--- config.mk ---
export PLATFORM = sky130hd
export DESIGN_NAME = internet_checksum_tcp_pseudo_unit_flat
export DESIGN_NICKNAME = d
export VERILOG_FILES = /design/src/hw/rtl/cic_pkg.sv /design/src/hw/rtl/cic_req_if.sv /design/src/hw/rtl/cic_rsp_if.sv /design/src/hw/rtl/cic_front.sv /design/src/hw/rtl/cic_queue.sv /design/src/hw/rtl/cic_back.sv /design/src/hw/rtl/internet_checksum_tcp_pseudo_unit.sv /design/src/flat_wrapper.sv
export SDC_FILE = /design/constraint.sdc
export NUM_CORES = 1
export LEC_CHECK = 0
export ABC_AREA = 0
export BUFFER_PORTS_ARGS = -buffer_cell sky130_fd_sc_hd__buf_2
export CORE_ASPECT_RATIO = 2
export CORE_UTILIZATION = 50
export DETAILED_ROUTE_END_ITERATION = 10
export GPL_TIMING_DRIVEN = 0
export PLACE_DENSITY = 0.71
export SLEW_MARGIN = 20
export SYNTH_ARGS = -nofsm -noshare
export SYNTH_HDL_FRONTEND = slang
export SYNTH_SLANG_ARGS = --single-unit
--- constraint.sdc ---
create_clock -name clock -period 5.3 [get_ports clock]
set_clock_uncertainty 0.15 [all_clocks]
set_input_delay 1.06 -clock clock [delete_from_list [all_inputs] [get_ports clock]]
set_output_delay 1.06 -clock clock [all_outputs]
set_load 0.02 [all_outputs]
--- src/hw/rtl/cic_pkg.sv ---
// ----------------------------------------------------------------------------
// cic_pkg
// shared types, constants and fold helpers for the internet checksum unit
// ----------------------------------------------------------------------------
package cic_pkg;

   // command codes
   localparam logic CmdData   = 1'b0;
   localparam logic CmdHeader = 1'b1;

   // byte count codes
   localparam logic [1:0] CountNone  = 2'd0;
   localparam logic [1:0] CountOne   = 2'd1;
   localparam logic [1:0] CountTwo   = 2'd2;
   localparam logic [1:0] CountThree = 2'd3;

   // protocol byte after reset, tcp
   localparam logic [7:0] ProtocolReset = 8'd6;

   // queue between front and back
   localparam int QueueDepth = 2;
   localparam int PtrWidth   = $clog2(QueueDepth);
   localparam int CountWidth = $clog2(QueueDepth + 1);

   // one word waiting for the accumulator
   typedef struct packed {
      logic [15:0] word;
      logic        last;
   } cic_entry_type;

   // valid entry travelling between two parts
   typedef struct packed {
      logic          valid;
      cic_entry_type entry;
   } cic_link_type;

   // end-around carry of a 17-bit sum
   function automatic logic [15:0] fold17(input logic [16:0] s);
      logic [15:0] r;
      r = s[15:0] + {15'd0, s[16]};
      return r;
   endfunction

   // end-around carry of a 19-bit sum, two passes
   function automatic logic [15:0] fold19(input logic [18:0] s);
      logic [16:0] t;
      t = {1'b0, s[15:0]} + {14'd0, s[18:16]};
      return fold17(t);
   endfunction

endpackage

--- src/hw/rtl/cic_req_if.sv ---
// ----------------------------------------------------------------------------
// cic_req_if
// request channel of the internet checksum unit
// ----------------------------------------------------------------------------
interface cic_req_if;
   logic        valid;
   logic        ready;
   logic        command;
   logic [31:0] src_addr;
   logic [31:0] dst_addr;
   logic [15:0] segment_length;
   logic [15:0] data_word;
   logic [1:0]  byte_count;
   logic        last;

   modport source (
      output valid, command, src_addr, dst_addr, segment_length,
             data_word, byte_count, last,
      input  ready
   );

   modport sink (
      input  valid, command, src_addr, dst_addr, segment_length,
             data_word, byte_count, last,
      output ready
   );
endinterface

--- src/hw/rtl/cic_rsp_if.sv ---
// ----------------------------------------------------------------------------
// cic_rsp_if
// response channel of the internet checksum unit
// ----------------------------------------------------------------------------
interface cic_rsp_if;
   logic        valid;
   logic        ready;
   logic [15:0] checksum;

   modport source (
      output valid, checksum,
      input  ready
   );

   modport sink (
      input  valid, checksum,
      output ready
   );
endinterface

--- src/hw/rtl/cic_front.sv ---
// ----------------------------------------------------------------------------
// cic_front
// accepts items, forms the word to add and folds it to 16 bits
// ----------------------------------------------------------------------------
module cic_front (
   input  logic                  clock,
   input  logic                  reset,
   input  logic                  csr_write_enable,
   input  logic [7:0]            csr_write_data,
   cic_req_if.sink               req,
   output cic_pkg::cic_link_type front_out,
   input  logic                  queue_ready
);

   logic [7:0]  protocol_ff;
   logic [7:0]  protocol_in;
   logic        valid_ff;
   logic        valid_in;
   logic [18:0] raw_ff;
   logic [18:0] raw_in;
   logic        last_ff;
   logic        last_in;
   logic        take;
   logic [18:0] header_sum;
   logic [18:0] data_sum;

   assign req.ready = !valid_ff || queue_ready;
   assign take      = req.valid && req.ready;

   // six pseudo header words, summed without carry wrap
   assign header_sum = {3'd0, req.src_addr[31:16]}
                     + {3'd0, req.src_addr[15:0]}
                     + {3'd0, req.dst_addr[31:16]}
                     + {3'd0, req.dst_addr[15:0]}
                     + {11'd0, protocol_ff}
                     + {3'd0, req.segment_length};

   always_comb begin
      case (req.byte_count) inside
         cic_pkg::CountOne:                       data_sum = {3'd0, req.data_word[15:8], 8'd0};
         cic_pkg::CountTwo, cic_pkg::CountThree:  data_sum = {3'd0, req.data_word};
         default:                                 data_sum = '0;
      endcase
   end

   always_comb begin
      protocol_in = csr_write_enable ? csr_write_data : protocol_ff;
      valid_in    = take ? 1'b1 : (queue_ready ? 1'b0 : valid_ff);
      raw_in      = raw_ff;
      last_in     = last_ff;
      if (take) begin
         raw_in  = (req.command == cic_pkg::CmdHeader) ? header_sum : data_sum;
         last_in = req.last;
      end
   end

   always_ff @(posedge clock) begin
      if (reset) begin
         protocol_ff <= cic_pkg::ProtocolReset;
         valid_ff    <= 1'b0;
      end else begin
         protocol_ff <= protocol_in;
         valid_ff    <= valid_in;
      end
      raw_ff  <= raw_in;
      last_ff <= last_in;
   end

   assign front_out.valid      = valid_ff;
   assign front_out.entry.word = cic_pkg::fold19(raw_ff);
   assign front_out.entry.last = last_ff;

endmodule

--- src/hw/rtl/cic_queue.sv ---
// ----------------------------------------------------------------------------
// cic_queue
// short fifo between the front and the accumulator
// ----------------------------------------------------------------------------
module cic_queue (
   input  logic                  clock,
   input  logic                  reset,
   input  cic_pkg::cic_link_type push_in,
   output logic                  push_ready,
   output cic_pkg::cic_link_type head,
   input  logic                  pop
);

   cic_pkg::cic_entry_type               entries_ff [cic_pkg::QueueDepth];
   logic [cic_pkg::PtrWidth-1:0]         wr_ptr_ff;
   logic [cic_pkg::PtrWidth-1:0]         wr_ptr_in;
   logic [cic_pkg::PtrWidth-1:0]         rd_ptr_ff;
   logic [cic_pkg::PtrWidth-1:0]         rd_ptr_in;
   logic [cic_pkg::CountWidth-1:0]       count_ff;
   logic [cic_pkg::CountWidth-1:0]       count_in;
   logic                                 push;
   logic                                 do_pop;

   localparam logic [cic_pkg::PtrWidth-1:0]   LastPtr =
      cic_pkg::PtrWidth'(cic_pkg::QueueDepth - 1);
   localparam logic [cic_pkg::CountWidth-1:0] FullCount =
      cic_pkg::CountWidth'(cic_pkg::QueueDepth);

   assign do_pop     = pop && (count_ff != '0);
   assign push_ready = (count_ff != FullCount) || do_pop;
   assign push       = push_in.valid && push_ready;

   always_comb begin
      wr_ptr_in = wr_ptr_ff;
      rd_ptr_in = rd_ptr_ff;
      if (push) begin
         wr_ptr_in = (wr_ptr_ff == LastPtr) ? '0 : wr_ptr_ff + 1'b1;
      end
      if (do_pop) begin
         rd_ptr_in = (rd_ptr_ff == LastPtr) ? '0 : rd_ptr_ff + 1'b1;
      end
      case ({push, do_pop})
         2'b10:   count_in = count_ff + 1'b1;
         2'b01:   count_in = count_ff - 1'b1;
         default: count_in = count_ff;
      endcase
   end

   always_ff @(posedge clock) begin
      if (reset) begin
         wr_ptr_ff <= '0;
         rd_ptr_ff <= '0;
         count_ff  <= '0;
      end else begin
         wr_ptr_ff <= wr_ptr_in;
         rd_ptr_ff <= rd_ptr_in;
         count_ff  <= count_in;
      end
   end

   always_ff @(posedge clock) begin
      if (push) begin
         entries_ff[wr_ptr_ff] <= push_in.entry;
      end
   end

   assign head.valid = (count_ff != '0);
   assign head.entry = entries_ff[rd_ptr_ff];

endmodule

--- src/hw/rtl/cic_back.sv ---
// ----------------------------------------------------------------------------
// cic_back
// ones' complement accumulator and checksum output register
// ----------------------------------------------------------------------------
module cic_back (
   input  logic                  clock,
   input  logic                  reset,
   input  cic_pkg::cic_link_type head,
   output logic                  pop,
   cic_rsp_if.source             rsp
);

   logic [15:0] acc_ff;
   logic [15:0] acc_in;
   logic        out_valid_ff;
   logic        out_valid_in;
   logic [15:0] checksum_ff;
   logic [15:0] checksum_in;
   logic [15:0] sum;

   // a last item needs the output register free
   assign pop = head.valid && (!head.entry.last || !out_valid_ff || rsp.ready);
   assign sum = cic_pkg::fold17({1'b0, acc_ff} + {1'b0, head.entry.word});

   always_comb begin
      acc_in       = acc_ff;
      checksum_in  = checksum_ff;
      out_valid_in = rsp.ready ? 1'b0 : out_valid_ff;
      if (pop) begin
         if (head.entry.last) begin
            acc_in       = '0;
            checksum_in  = ~sum;
            out_valid_in = 1'b1;
         end else begin
            acc_in = sum;
         end
      end
   end

   always_ff @(posedge clock) begin
      if (reset) begin
         acc_ff       <= '0;
         out_valid_ff <= 1'b0;
      end else begin
         acc_ff       <= acc_in;
         out_valid_ff <= out_valid_in;
      end
      checksum_ff <= checksum_in;
   end

   assign rsp.valid    = out_valid_ff;
   assign rsp.checksum = checksum_ff;

endmodule

--- src/hw/rtl/internet_checksum_tcp_pseudo_unit.sv ---
// ----------------------------------------------------------------------------
// internet_checksum_tcp_pseudo_unit
// internet checksum over 16-bit words with optional tcp pseudo header
// ----------------------------------------------------------------------------
// path: a last item goes through the front register, queue and output register
// throughput: 1 item per cycle if req.ready, set by the single end-around carry
//    adder in the accumulator loop; the two-entry queue absorbs output stalls
// reset: synchronous, clears the running sum, queue and output valid flag
//    and sets the protocol byte to 6
// ----------------------------------------------------------------------------
module internet_checksum_tcp_pseudo_unit (
   input  logic       clock,
   input  logic       reset,
   input  logic       csr_write_enable,
   input  logic [7:0] csr_write_data,
   cic_req_if.sink    req_chan,
   cic_rsp_if.source  rsp_chan
);

   // front: takes each item, builds the header or data word sum,
   // registers it and folds it to one 16-bit ones' complement word
   cic_pkg::cic_link_type front_out;
   logic                  queue_ready;

   // queue head seen by the accumulator
   cic_pkg::cic_link_type head;
   logic                  pop;

   cic_front u_front (
      .clock            (clock),
      .reset            (reset),
      .csr_write_enable (csr_write_enable),
      .csr_write_data   (csr_write_data),
      .req              (req_chan),
      .front_out        (front_out),
      .queue_ready      (queue_ready)
   );

   // decouples the front from output back-pressure
   cic_queue u_queue (
      .clock      (clock),
      .reset      (reset),
      .push_in    (front_out),
      .push_ready (queue_ready),
      .head       (head),
      .pop        (pop)
   );

   // back: adds each word with end-around carry; on a last item emits
   // the complemented sum and clears the accumulator
   cic_back u_back (
      .clock (clock),
      .reset (reset),
      .head  (head),
      .pop   (pop),
      .rsp   (rsp_chan)
   );

endmodule
--- src/flat_wrapper.sv ---
// flat-port wrapper written by rule: the top's interface ports become plain ports
module internet_checksum_tcp_pseudo_unit_flat 
  (clock, reset, csr_write_enable, csr_write_data, req_chan_valid, req_chan_command, req_chan_src_addr, req_chan_dst_addr, req_chan_segment_length, req_chan_data_word, req_chan_byte_count, req_chan_last, req_chan_ready, rsp_chan_valid, rsp_chan_checksum, rsp_chan_ready);
  cic_req_if req_chan_i ();
  cic_rsp_if rsp_chan_i ();
  input  logic clock;
  input  logic reset;
  input  logic csr_write_enable;
  input  logic [7:0] csr_write_data;
  input wire logic [$bits(req_chan_i.valid)-1:0] req_chan_valid;
  input wire logic [$bits(req_chan_i.command)-1:0] req_chan_command;
  input wire logic [$bits(req_chan_i.src_addr)-1:0] req_chan_src_addr;
  input wire logic [$bits(req_chan_i.dst_addr)-1:0] req_chan_dst_addr;
  input wire logic [$bits(req_chan_i.segment_length)-1:0] req_chan_segment_length;
  input wire logic [$bits(req_chan_i.data_word)-1:0] req_chan_data_word;
  input wire logic [$bits(req_chan_i.byte_count)-1:0] req_chan_byte_count;
  input wire logic [$bits(req_chan_i.last)-1:0] req_chan_last;
  output wire logic [$bits(req_chan_i.ready)-1:0] req_chan_ready;
  output wire logic [$bits(rsp_chan_i.valid)-1:0] rsp_chan_valid;
  output wire logic [$bits(rsp_chan_i.checksum)-1:0] rsp_chan_checksum;
  input wire logic [$bits(rsp_chan_i.ready)-1:0] rsp_chan_ready;
  assign req_chan_i.valid = req_chan_valid;
  assign req_chan_i.command = req_chan_command;
  assign req_chan_i.src_addr = req_chan_src_addr;
  assign req_chan_i.dst_addr = req_chan_dst_addr;
  assign req_chan_i.segment_length = req_chan_segment_length;
  assign req_chan_i.data_word = req_chan_data_word;
  assign req_chan_i.byte_count = req_chan_byte_count;
  assign req_chan_i.last = req_chan_last;
  assign req_chan_ready = req_chan_i.ready;
  assign rsp_chan_valid = rsp_chan_i.valid;
  assign rsp_chan_checksum = rsp_chan_i.checksum;
  assign rsp_chan_i.ready = rsp_chan_ready;
  internet_checksum_tcp_pseudo_unit u_core (.clock(clock), .reset(reset), .csr_write_enable(csr_write_enable), .csr_write_data(csr_write_data), .req_chan(req_chan_i), .rsp_chan(rsp_chan_i));
endmodule
==> flow_metrics.env <==
export IMPL_outcome="completed"
export IMPL_tns_ns=0
export IMPL_finalHoldViolations=0
export IMPL_crit_type="in2reg"
export IMPL_synth_main_ff_cell="edfxtp_1"
export IMPL_cts_reportedPaths_clkPinSlew_ns=0.07
export IMPL_synthDistinctLibCells=69
export IMPL_syn_inst=781
export IMPL_startpoint_type="input port"
export IMPL_grt_pass1_vias=6154
export IMPL_hold_class="reg2reg"
export IMPL_clk_latency_ns=0.34
export IMPL_yosysTopAreaCell="edfxtp_1"
export IMPL_max_stage_delay_ns=0.54
export IMPL_endpoint_kind="register"
export IMPL_drtPass1Iterations=4
export IMPL_cts_made_buffers=9
export IMPL_clockBufferDepth=2
export IMPL_max_freq_mhz=193
export IMPL_slowest_stage="fa_1"
export IMPL_io_buffer_count=129
export IMPL_tightest_slew_ns=0.934
export IMPL_antenna_left=0
export IMPL_peakVddDrop_mv=0.240
export IMPL_design_area_um2=9130
export IMPL_cp_startpoint="req_chan_segment_length[2]"
export IMPL_critical_path_required_ns=5.23
export IMPL_ff2ff_path_depth=21
export IMPL_cts_tree="yes"
export IMPL_antenna_found_initial=1
export IMPL_relSlewSlack_pct=37.7
export IMPL_fillers=1324
export IMPL_syn_nets=1000
export IMPL_dieArea_um2=16200
export IMPL_syn_cell_area_um2=7830
export IMPL_hold_slack_ns=0.318
export IMPL_yosysSeqAreaShare_pct=34.8
export IMPL_cp_max_fo=3
export IMPL_worstSetupEndpoint="u_core.u_front.raw_ff[16]$_SDFFCE_PN0P_"
export IMPL_synth_edf_count=70
export IMPL_fin_crit_ns=5.19
export IMPL_grt_pass1_wl_mm=26.4
export IMPL_layout_drive_gt1_share_pct=20.8
export IMPL_holdBufCountCts=0
export IMPL_fin_util_pct=59.7
export IMPL_root_buffer="clkbuf_16"
export IMPL_synth_seq_cells=101
export IMPL_r2r_end="u_core.u_back.acc_ff[14]$_SDFFE_PP0P_"
export IMPL_synth_top_area_share_pct=26.9
export IMPL_routed_wl_mm=15.9
export IMPL_wl_per_cell_um=14.1
export IMPL_clock_sinks=101
export IMPL_arrival_ns=5.12
export IMPL_pre_cts_slack_ns=-0.753
export IMPL_reg2reg_slack_ns=0.17
export IMPL_drtIter0Drc=148
export IMPL_die_y_um=179
export IMPL_grt_max_degree=21
export IMPL_placed_area_um2=8740
export IMPL_fin_ws_ns=0.110
export IMPL_finalSetupViolCount=0
export IMPL_io_pins=131
export IMPL_path_cells="buf_2 -> inv_1 -> fa_1 -> inv_1 -> fa_1 -> inv_1 -> fa_1 -> inv_1 -> ha_1 -> fa_1 -> a21o_1 -> a21oi_2 -> o21ai_1 -> nand3_1 -> a31o_2 -> nor2_1 -> a211o_1 -> xnor2_2 -> nor2_1"
export IMPL_async_flop_share_pct=0
export IMPL_fp_coreArea_um2=15300
export IMPL_slew_violations=0
export IMPL_timing_final_crit_share_pct=97.9
export IMPL_grt_util_all_layers_pct=20.7
export IMPL_leakagePower_nw=4.18
export IMPL_place_congestion=0.860
export IMPL_initial_core_util_pct=51.2
export IMPL_drcViolationCount=0
export IMPL_num_rows=64
export IMPL_avgSynthCellArea_um2=10.0
export IMPL_power_density_nw_per_um2=477
export IMPL_synthTopCellsByArea="edfxtp_1, fa_1, dfxtp_1"
export IMPL_yosys_warnings=0
export IMPL_post_dp_hpwl_mm=13.3
export IMPL_layout_nets=1139
export IMPL_syn_to_final_growth_pct=16.7
export IMPL_vias=5850
export IMPL_grt_overflow_total=0
export IMPL_htreeDepth=3
export IMPL_viasPerCell=5.20
export IMPL_die_x_um=90.5
export IMPL_maxCapViolations=0
cell usage after synthesis (4+ instances only):
library cell and instances:
edfxtp_1 70, xnor2_1 31, a21o_1 10, nand2_1 51, nor4_1 4, mux2_2 16, nand3_1 14, nor3_1 11
or3_1 6, nor2_1 51, nor2b_1 14, clkbuf_1 14, nand4_1 7, inv_1 146, xor2_1 26, mux2i_1 10
dfxtp_1 31, o21ai_0 33, ha_1 48, nand2b_1 7, o21a_1 7, fa_1 58, a211o_1 6, and2_1 5
nand3b_1 10, o21ai_1 4, a21oi_1 19, and3_1 5
per-stage QoR:
step | cells | power, W
2_1_floorplan | 781 | 0.00303
3_3_place_gp | 1108 | 0.00351
3_5_place_dp | 1108 | 0.00357
4_1_cts | 1123 | 0.00433
5_1_grt | 1124 | 0.00472
6_report | 1124 | 0.00436
cell usage in the layout (no fill, tap or decap), drive strengths merged, types with 3 or more instances in the layout:
| master | n |
|---|---|
| inv | 147 |
| buf | 132 |
| edfxtp | 70 |
| fa | 58 |
| nor2 | 52 |
| nand2 | 51 |
| ha | 48 |
| o21ai | 37 |
| xnor2 | 32 |
| dfxtp | 31 |
| xor2 | 27 |
| clkbuf | 25 |
| a21oi | 19 |
| mux2 | 16 |
| nor2b | 15 |
| nand3 | 15 |
| nor3 | 11 |
| mux2i | 10 |
| a21o | 10 |
| nand3b | 10 |
| nand2b | 7 |
| nand4 | 7 |
| o21a | 7 |
| or3 | 7 |
| a211o | 6 |
| and3 | 5 |
| and2 | 5 |
| nor4 | 5 |
| a31oi | 5 |
| nor4b | 4 |
| or2 | 3 |
| o211ai | 3 |
| a22o | 3 |
| a2111oi | 3 |
| nor3b | 3 |
| o2111ai | 3 |
| o21bai | 3 |
power breakdown:
| part | internal (W) | switching (W) | leakage (nW) |
|---|---|---|---|
| registers | 0.00113 | 0.000105 | 0.918 |
| clock network | 0.000457 | 0.000282 | 0.165 |
| logic | 0.00102 | 0.00137 | 3.10 |
worst max-delay path: cells and delay by family:
| family | cells | cell delay, ns |
|---|---|---|
| adder cells (fa/ha/maj) | 5 | 2.23 |
| AO/OA/AOI/OAI | 5 | 1.07 |
| buffers and inverters | 5 | 0.28 |
| AND/OR/NAND/NOR | 3 | 0.27 |
| XOR/XNOR | 1 | 0.21 |
per-layer routing:
layer  wire, um  vias up  track usage [%]  share of wire (%)
met5          0        -                0                  0
met4        878        0             13.6                5.5
met3        444       48             2.50                2.8
met2       9540      138             43.7                 60
met1       5010     2766             17.2                 32
li1           -     2898                -                  -
kinds of logic after synthesis:
family | after synthesis | synth area share [%]
fa+ha+maj | 106 | 22.5
compound gates | 118 | 10.5
mux | 26 | 3.58
flops | 101 | 34.8
xor+xnor | 59 | 6.79
buf+inv | 163 | 7.86
simple gates | 208 | 13.9
sequential cells by signal, indices dropped and copies added, names as in the netlist, named ones only:
name	count
u_core.u_back.acc_ff	16
u_core.u_back.rsp.checksum	16
u_core.u_back.rsp.valid	1
u_core.u_front.last_ff	1
u_core.u_front.protocol_ff	8
u_core.u_front.raw_ff	19
u_core.u_front.valid_ff	1
u_core.u_queue.count_ff	2
u_core.u_queue.entries_ff	34
u_core.u_queue.rd_ptr_ff	1
u_core.u_queue.wr_ptr_ff	1
final cells by class:
type / count / area [um2] / share of cell area (%)
multi-input combinational: 517 / 4550 / 49.8
sequential: 101 / 2730 / 29.8
timing repair buffer: 129 / 646 / 7.07
inverter: 146 / 548 / 6.00
clock buffer: 12 / 268 / 2.93
tap: 198 / 248 / 2.71
clock inverter: 4 / 76.3 / 0.836
buffer: 16 / 67.6 / 0.740
antenna: 1 / 2.50 / 0.0274
timing repair:
item / 4_1_cts / 5_1_grt
buffers inserted: 0 / 0
setup endpoints to repair: 18 / 4
gates resized for setup: 5 / 8
endpoints found under the hold margin: 0 / 0
worst min path at each step:
stage	startpoint	endpoint	cells after the start
floorplan	u_core.u_front.last_ff$_DFFE_PP_	u_core.u_queue.entries_ff[0][0]$_DFFE_PP_	0
global placement	u_core.u_front.last_ff$_DFFE_PP_	u_core.u_queue.entries_ff[0][0]$_DFFE_PP_	0
detailed placement	u_core.u_front.last_ff$_DFFE_PP_	u_core.u_queue.entries_ff[0][0]$_DFFE_PP_	0
CTS	u_core.u_front.last_ff$_DFFE_PP_	u_core.u_queue.entries_ff[1][0]$_DFFE_PP_	0
global route	u_core.u_front.last_ff$_DFFE_PP_	u_core.u_queue.entries_ff[1][0]$_DFFE_PP_	0
finish	u_core.u_back.acc_ff[11]$_SDFFE_PP0P_	u_core.u_back.acc_ff[11]$_SDFFE_PP0P_	2
(Power assumes the default switching activity.)
